$ cat src/rtl/sre_pkg.sv
// Shared types and constants for the sequenced event ring.
// Holds the field widths and the layout of one stored ring entry.
// No dependencies.
package sre_pkg;

  localparam int SEQ_W  = 64;
  localparam int TIME_W = 32;
  localparam int LEN_W  = 4;
  localparam int PAY_W  = 64;
  localparam int RAW_LEN_W = 8;
  localparam int COUNT_W = 5;

  // Most events that one read returns
  localparam logic [COUNT_W-1:0] MOST_RESULTS = 5'd16;

  // Request codes
  localparam logic OP_PUSH = 1'b0;
  localparam logic OP_READ = 1'b1;

  typedef struct packed {
    logic [SEQ_W-1:0]  seq;
    logic [TIME_W-1:0] stamp;
    logic [LEN_W-1:0]  len;
    logic [PAY_W-1:0]  pay;
  } entry_t;

  localparam int ENTRY_W = $bits(entry_t);

endpackage

$ cat src/rtl/sequenced_event_ring.sv
// Sequenced event ring: overwriting circular trace buffer with 64-bit sequence tags.
// Depends on sre_pkg (entry layout, widths, op codes) and sre_ram (entry storage).
//
//   channel  dir  handshake            fields
//   request  in   req_valid/req_ready  op payload payload_length timestamp_ms
//                                      start_sequence max_count
//   result   out  rsp_valid/rsp_ready  valid_res event_sequence event_time
//                                      event_length event_payload last
//
// A push is written into the ring RAM in the cycle it is accepted, and the next
// request can be taken in the following cycle.
// After acceptance a read clamps the start, then finds the first slot and the
// count; it then issues one RAM read per event, and each event moves from the RAM
// read register into the output register once the result side is free. A read of
// n events (n at most 16) holds the request side until its walk is done, an empty
// read until its marker is loaded. The walk stalls while the result side holds off
// a waiting result. The final result may still wait in the output register while
// the next request is accepted. rst is synchronous; no clearing pass, since a read
// never reaches a slot that was never pushed.
module sequenced_event_ring
  import sre_pkg::*;
#(
  parameter int RING_DEPTH    = 16,
  parameter int PAYLOAD_BYTES = 8
) (
  input  logic                 clk,
  input  logic                 rst,
  input  logic                 req_valid,
  output logic                 req_ready,
  input  logic                 op,
  input  logic [PAY_W-1:0]     payload,
  input  logic [RAW_LEN_W-1:0] payload_length,
  input  logic [TIME_W-1:0]    timestamp_ms,
  input  logic [SEQ_W-1:0]     start_sequence,
  input  logic [COUNT_W-1:0]   max_count,
  output logic                 rsp_valid,
  input  logic                 rsp_ready,
  output logic                 valid_res,
  output logic [SEQ_W-1:0]     event_sequence,
  output logic [TIME_W-1:0]    event_time,
  output logic [LEN_W-1:0]     event_length,
  output logic [PAY_W-1:0]     event_payload,
  output logic                 last
);

  localparam int PTR_W = $clog2(RING_DEPTH);
  localparam int CNT_W = $clog2(RING_DEPTH + 1);
  localparam int AW    = (CNT_W > COUNT_W) ? CNT_W : COUNT_W;

  localparam logic [1:0] ST_IDLE  = 2'd0;
  localparam logic [1:0] ST_CALC  = 2'd1;
  localparam logic [1:0] ST_SETUP = 2'd2;
  localparam logic [1:0] ST_WALK  = 2'd3;

  logic [1:0]         state;
  logic [SEQ_W-1:0]   next_sequence;
  logic [PTR_W-1:0]   wr_ptr;
  logic [CNT_W-1:0]   fill_count;
  logic [SEQ_W-1:0]   start_r;
  logic [COUNT_W-1:0] maxc_r;
  logic [CNT_W-1:0]   avail_r;
  logic [PTR_W-1:0]   rd_idx;
  logic [COUNT_W-1:0] remain;
  logic               pend;
  logic               pend_last;

  logic               accept;
  logic               push;
  logic [LEN_W-1:0]   len_sat;
  logic [PAY_W-1:0]   pay_masked;
  entry_t             wr_entry;
  entry_t             rd_entry;
  logic               rd_en;
  logic               out_free;
  logic               land;
  logic               empty_load;

  logic [SEQ_W:0]     diff;
  logic               diff_hi_nz;
  logic [CNT_W-1:0]   avail_calc;
  logic [AW:0]        idx_diff;
  logic [PTR_W-1:0]   idx0;
  logic [COUNT_W-1:0] maxc_cap;
  logic [AW-1:0]      n_wide;
  logic [COUNT_W-1:0] n_calc;

  assign req_ready = (state == ST_IDLE);
  assign accept    = req_valid && req_ready;
  assign push      = accept && (op == OP_PUSH);
  assign out_free  = !rsp_valid || rsp_ready;

  // Saturate the length and zero bytes past it
  always_comb begin
    len_sat = (payload_length > RAW_LEN_W'(PAYLOAD_BYTES)) ?
              LEN_W'(PAYLOAD_BYTES) : payload_length[LEN_W-1:0];
    for (int b = 0; b < PAY_W / 8; b++) begin
      pay_masked[b*8 +: 8] = (LEN_W'(b) < len_sat) ? payload[b*8 +: 8] : 8'd0;
    end
    wr_entry.seq   = next_sequence;
    wr_entry.stamp = timestamp_ms;
    wr_entry.len   = len_sat;
    wr_entry.pay   = pay_masked;
  end

  // Clamp the start: count events from start to the head, at most the fill
  always_comb begin
    diff       = {1'b0, next_sequence} - {1'b0, start_r};
    diff_hi_nz = |diff[SEQ_W-1:CNT_W];
    if (diff[SEQ_W]) begin
      avail_calc = '0;
    end else if (diff_hi_nz || (diff[CNT_W-1:0] > fill_count)) begin
      avail_calc = fill_count;
    end else begin
      avail_calc = diff[CNT_W-1:0];
    end
  end

  // First slot and event count of the read
  always_comb begin
    idx_diff = (AW+1)'(wr_ptr) - (AW+1)'(avail_r);
    if (idx_diff[AW]) begin
      idx_diff = idx_diff + (AW+1)'(RING_DEPTH);
    end
    idx0     = idx_diff[PTR_W-1:0];
    maxc_cap = (maxc_r > MOST_RESULTS) ? MOST_RESULTS : maxc_r;
    n_wide   = (AW'(avail_r) < AW'(maxc_cap)) ? AW'(avail_r) : AW'(maxc_cap);
    n_calc   = n_wide[COUNT_W-1:0];
  end

  // Issue a read when the previous one can land this cycle or none is pending
  assign land       = pend && out_free;
  assign rd_en      = (state == ST_WALK) && (remain != '0) && (!pend || out_free);
  assign empty_load = (state == ST_SETUP) && (n_calc == '0) && out_free;

  sre_ram #(
    .WIDTH (ENTRY_W),
    .DEPTH (RING_DEPTH)
  ) u_ram (
    .clk     (clk),
    .wr_en   (push),
    .wr_addr (wr_ptr),
    .wr_data (wr_entry),
    .rd_en   (rd_en),
    .rd_addr (rd_idx),
    .rd_data (rd_entry)
  );

  // Sequence counter, write pointer and fill level
  always_ff @(posedge clk) begin
    if (rst) begin
      next_sequence <= '0;
      wr_ptr        <= '0;
      fill_count    <= '0;
    end else if (push) begin
      next_sequence <= next_sequence + 1'b1;
      if ((wr_ptr == PTR_W'(RING_DEPTH - 1)) || (&next_sequence)) begin
        wr_ptr <= '0;
      end else begin
        wr_ptr <= wr_ptr + 1'b1;
      end
      // Treat the ring as empty again once the sequence wraps to zero
      if (&next_sequence) begin
        fill_count <= '0;
      end else if (fill_count != CNT_W'(RING_DEPTH)) begin
        fill_count <= fill_count + 1'b1;
      end
    end
  end

  // Read sequencer
  always_ff @(posedge clk) begin
    if (rst) begin
      state     <= ST_IDLE;
      remain    <= '0;
      pend      <= 1'b0;
      pend_last <= 1'b0;
    end else begin
      case (state)
        ST_IDLE: begin
          if (accept && (op == OP_READ)) begin
            state <= ST_CALC;
          end
        end
        ST_CALC: begin
          state <= ST_SETUP;
        end
        ST_SETUP: begin
          if (n_calc != '0) begin
            remain <= n_calc;
            state  <= ST_WALK;
          end else if (out_free) begin
            state <= ST_IDLE;
          end
        end
        ST_WALK: begin
          if (rd_en) begin
            remain    <= remain - 1'b1;
            pend      <= 1'b1;
            pend_last <= (remain == COUNT_W'(1));
          end else if (land) begin
            pend <= 1'b0;
          end
          if ((remain == '0) && (!pend || out_free)) begin
            state <= ST_IDLE;
          end
        end
        default: begin
          state <= ST_IDLE;
        end
      endcase
    end
  end

  // Request and walk payload registers
  always_ff @(posedge clk) begin
    if (accept) begin
      start_r <= start_sequence;
      maxc_r  <= max_count;
    end
    if (state == ST_CALC) begin
      avail_r <= avail_calc;
    end
    if ((state == ST_SETUP) && (n_calc != '0)) begin
      rd_idx <= idx0;
    end else if (rd_en) begin
      rd_idx <= (rd_idx == PTR_W'(RING_DEPTH - 1)) ? '0 : rd_idx + 1'b1;
    end
  end

  // Output register: load a ring event or an empty marker, drop when taken
  always_ff @(posedge clk) begin
    if (rst) begin
      rsp_valid <= 1'b0;
    end else if (land || empty_load) begin
      rsp_valid <= 1'b1;
    end else if (rsp_ready) begin
      rsp_valid <= 1'b0;
    end
  end

  always_ff @(posedge clk) begin
    if (land) begin
      valid_res      <= 1'b1;
      event_sequence <= rd_entry.seq;
      event_time     <= rd_entry.stamp;
      event_length   <= rd_entry.len;
      event_payload  <= rd_entry.pay;
      last           <= pend_last;
    end else if (empty_load) begin
      valid_res      <= 1'b0;
      event_sequence <= '0;
      event_time     <= '0;
      event_length   <= '0;
      event_payload  <= '0;
      last           <= 1'b1;
    end
  end

  // Checks
  a_idle_no_pending: assert property (@(posedge clk) disable iff (rst)
    req_ready |-> !pend)
    else $error("request taken while a ring read is still pending");

  a_fill_bound: assert property (@(posedge clk) disable iff (rst)
    fill_count <= CNT_W'(RING_DEPTH))
    else $error("fill level beyond ring depth");

  a_no_rw_overlap: assert property (@(posedge clk) disable iff (rst)
    !(push && rd_en))
    else $error("push and ring walk in the same cycle");

  a_empty_is_last: assert property (@(posedge clk) disable iff (rst)
    (rsp_valid && !valid_res) |-> last)
    else $error("empty result not marked last");

endmodule

$ cat src/rtl/sre_ram.sv
// Generic single-port-write, single-port-read RAM with registered read data.
// Used for the event ring storage. No dependencies.
module sre_ram #(
  parameter int WIDTH = 8,
  parameter int DEPTH = 16
) (
  input  logic                     clk,
  input  logic                     wr_en,
  input  logic [$clog2(DEPTH)-1:0] wr_addr,
  input  logic [WIDTH-1:0]         wr_data,
  input  logic                     rd_en,
  input  logic [$clog2(DEPTH)-1:0] rd_addr,
  output logic [WIDTH-1:0]         rd_data
);

  logic [WIDTH-1:0] mem [DEPTH];

  // Write port
  always_ff @(posedge clk) begin
    if (wr_en) begin
      mem[wr_addr] <= wr_data;
    end
  end

  // Read port, data holds until the next read
  always_ff @(posedge clk) begin
    if (rd_en) begin
      rd_data <= mem[rd_addr];
    end
  end

endmodule

$ cat config.mk
export PLATFORM = sky130hd
export DESIGN_NAME = sequenced_event_ring
export DESIGN_NICKNAME = d
export VERILOG_FILES = /design/src/rtl/sre_pkg.sv /design/src/rtl/sequenced_event_ring.sv /design/src/rtl/sre_ram.sv
export SDC_FILE = /design/constraint.sdc
export NUM_CORES = 2
export LEC_CHECK = 0
export BUFFER_PORTS_ARGS = -buffer_cell sky130_fd_sc_hd__buf_2
export CAP_MARGIN = 5
export CORE_MARGIN = 4
export CORE_UTILIZATION = 30
export DETAILED_ROUTE_END_ITERATION = 16
export GPL_ROUTABILITY_DRIVEN = 0
export PLACE_DENSITY_LB_ADDON = 0.2
export SLEW_MARGIN = 10
export SYNTH_ARGS = -nofsm -noshare
export SYNTH_HDL_FRONTEND = slang
export SYNTH_SLANG_ARGS = --single-unit
$ cat constraint.sdc
create_clock -name clk -period 35.2 [get_ports clk]
set_input_delay 0 -clock clk [delete_from_list [all_inputs] [get_ports clk]]
set_output_delay 0 -clock clk [all_outputs]
set_load 0.1 [all_outputs]
==> qor.csv <==
metric,value,unit
max-cap viol count,0,
# rows,233,
Yosys cell types,69,
VDD IR-drop max,0.03648,mV
via count,61249,
CP arrival,7.18,ns
DRT antenna net count,0,
share of cells above drive strength 1,26.26,%
Port Buffers,345,
Met2 Wirelength,167400,microns
Final period util,18.70,%
die width,644.4,microns
M1 WL,153800,microns
nets@finish,6861,
hold violation count in the final report,0,
status,"finished, final reports clean",
Slew HR,23.04,%
Final setup viols,0,
xor-xnor portion of the synthesized cell area,0.6415,%
Mapped Area,0.1215,sq mm
core region area,0.4032,sq mm
"Core Util, Final",35.71,%
# IOs,346,
WS Path Type,register to register,
worst-path fanout max,46,
Critical Path Source Type,register,
Cell Pwr Density,58.79,mW/mm^2
Inst Count DP,11377,
CTS H-tree lvls,5,
syn nets,6053,
drt wl/cell,28.06,microns
simple-gate share of the synthesized area,3.640,%
Final Skew,0.06429,ns
Longest Clk Path Bufs,4,
total wire length,344800,microns
Worst-Skew Late Latency,0.91,ns
DIE AREA,0.4153,sq mm
CP endpoint kind,register,
post-layout minimum cycle time,6.583,ns
final cell count without fillers,12285,
PostCTS Resize Cnt,0,
largest net degree at the start of global routing,137,
clock tree root driver cell,clkbuf_16,
vias per cell,4.986,
initial antenna violation count,30,
highest metal used,met5,
Post-synth EDFFs,3031,
Crit-path slowest cell,buf_4,
# Post-CTS Setup Buffers,0,
Worst-Margin Slew,1.154,ns
drt first pass iters,5,
"most common cell after layout, fill and taps aside",edfxtp_1,
Leakage,45.27,nW
multiplexer share of the synthesized area,15.11,%
HP Class,input pin to register,
CP Data Required Time,35.80,ns
filler instances,37292,
Crit path top cell by count,buf_4,
clk slew on worst S/H paths,0.06,ns
Pins Over Slew Limit,0,
number of global-route vias before repair,64236,
fmax,0.1519,GHz
Die Y,644.4,microns
first-pass GRT wire length,488800,microns
largest family of logic cells by synthesized area,multiplexers,
RSZ-0062 raised after global routing,false,
syn avg cell area,21.00,sq um
gr ovfl total,0,
CP peak stage delay,0.83,ns
# clock sinks,3115,
HPWL after detailed placement,186100,microns
Async SR Flop Fraction,0,%
"commonest non-fill, non-tap cells in the layout","edfxtp_1, mux4_2, clkbuf_16",
drc violations,0,
CTS tree,built,
Starting Density,30.14,%
Total GRT Usage,16.23,%
setup_tns,0,ns
DR WL met3,15780,microns
synth warn,0,
crit path cell chain,"buf_4, buf_4, buf_4, buf_4, buf_4, buf_4, mux4_2, mux4_2",
initial drt markers,5727,
synthesized instance count,5786,
Compound-Gate Fraction of Synth Area,2.147,%
Synth Flop Type,edfxtp_1,
#FFs+latches synth,3115,
total CTS buffers,342,
P&R area growth vs syn,18.50,%
adder-cell share of the synthesized area,0.9287,%
"Seq/Total Area, Yosys",76.29,%
[worst paths after layout]
kind	from	end	slack, ns	depth (start not counted)
worst max-delay path	rd_idx[0]	u_ram.rd_data[131]	28.62	8
worst max register to register	rd_idx[0]	u_ram.rd_data[131]	28.62	8
worst min-delay path	timestamp_ms[17]	u_ram.mem[2][85]	0.09	2
worst min register to register	remain[4]	remain[4]	0.48	2
[sequential cells by signal, summed over array words and instances, names as in the netlist, 5 cells and up]
name / flops
avail_r: 5
event_payload: 64
event_sequence: 64
event_time: 32
fill_count: 5
maxc_r: 5
next_sequence: 64
remain: 5
start_r: 64
u_ram.mem: 2624
u_ram.rd_data: 164
[report_power, final]
group / switching [mW] / total [mW] / internal (mW) / leakage, nW
Combinational: 0.456 / 0.813 / 0.356 / 12.6
Clock: 1.48 / 3.51 / 2.03 / 5.35
Sequential: 0.0224 / 4.14 / 4.12 / 27.3
Total: 1.96 / 8.47 / 6.51 / 45.3
[critical path: cells and delay by family (launching register included)]
kind     cells  cell delay (ns)
mux          2             1.08
flops        1             0.32
buf+inv      6             4.64
[routing by layer]
metal / up-vias / track usage, %
met4: 2 / 3.751
met3: 464 / 1.856
li1: 25733 / -
met2: 1849 / 26.78
met1: 33201 / 23.01
met5: - / 0
[stage by stage]
| stage | total power, mW | hold slack (ns) | cell area, sq um | setup slack [ns] |
|---|---|---|---|---|
| floorplan | 4.799 | 0.09887 | 121500 | 21.67 |
| global placement | 5.025 | 0.1782 | 130200 | 28.35 |
| detailed placement | 5.031 | 0.1781 | 130200 | 28.33 |
| CTS | 8.592 | 0.001658 | 144000 | 28.29 |
| global route | 8.793 | 0.04717 | 144000 | 27.80 |
| finish | 8.465 | 0.08607 | 144000 | 28.62 |
[logic make-up after synthesis]
kind of cell,Yosys count
AOI/OAI and AO/OA,423
xor gates and xnor gates,89
adders and majority gates,89
buffers and inverters,394
DFF,3115
muxes,827
and+or+nand+nor,849
[layout make-up]
type,count,area [sq um],share of cell area [%]
flip-flops and latches,3115,92700,64.38
diodes,7,17.52,0.01217
multi-input cells,2277,27460,19.07
clock buffers,419,9025,6.268
inverters,110,412.9,0.2867
repair buffers,748,5650,3.924
clock inverters,204,1963,1.363
well taps,5405,6763,4.697
[timing repair]
| action | 4_1_cts | 5_1_grt |
|---|---|---|
| setup endpoints to repair | 0 | 0 |
| hold endpoints to repair | 1821 | 0 |
| hold buffers | 278 | 0 |
[synthesized netlist by cell type (all sizes together), types with 7 or more instances]
| library cell | number | area (sq um) |
|---|---|---|
| a211oi | 33 | 252.7 |
| a21oi | 148 | 744.5 |
| inv | 110 | 412.9 |
| and2 | 40 | 250.2 |
| nor3 | 42 | 210.2 |
| o21bai | 8 | 60.06 |
| nor2 | 162 | 608.1 |
| o21ai | 98 | 490.5 |
| nand4 | 46 | 287.8 |
| clkbuf | 215 | 807.0 |
| o21a | 19 | 142.6 |
| or3 | 23 | 143.9 |
| buf | 69 | 291.5 |
| nor4 | 13 | 81.33 |
| nor2b | 57 | 356.6 |
| xor2 | 46 | 402.9 |
| mux2i | 18 | 180.2 |
| edfxtp | 3031 | 91020 |
| nand2b | 17 | 106.4 |
| nor3b | 8 | 60.06 |
| o211ai | 14 | 105.1 |
| mux4 | 806 | 18150 |
| nand3 | 52 | 260.3 |
| a31oi | 19 | 118.9 |
| and3 | 182 | 1139 |
| or2 | 7 | 43.79 |
| nand2 | 173 | 649.4 |
| dfxtp | 84 | 1682 |
| a21o | 23 | 172.7 |
| xnor2 | 43 | 376.6 |
| or4 | 12 | 93.84 |
| ha | 87 | 1089 |
| o2111ai | 9 | 78.83 |
No activity file was read; power rests on OpenSTA's default activity.
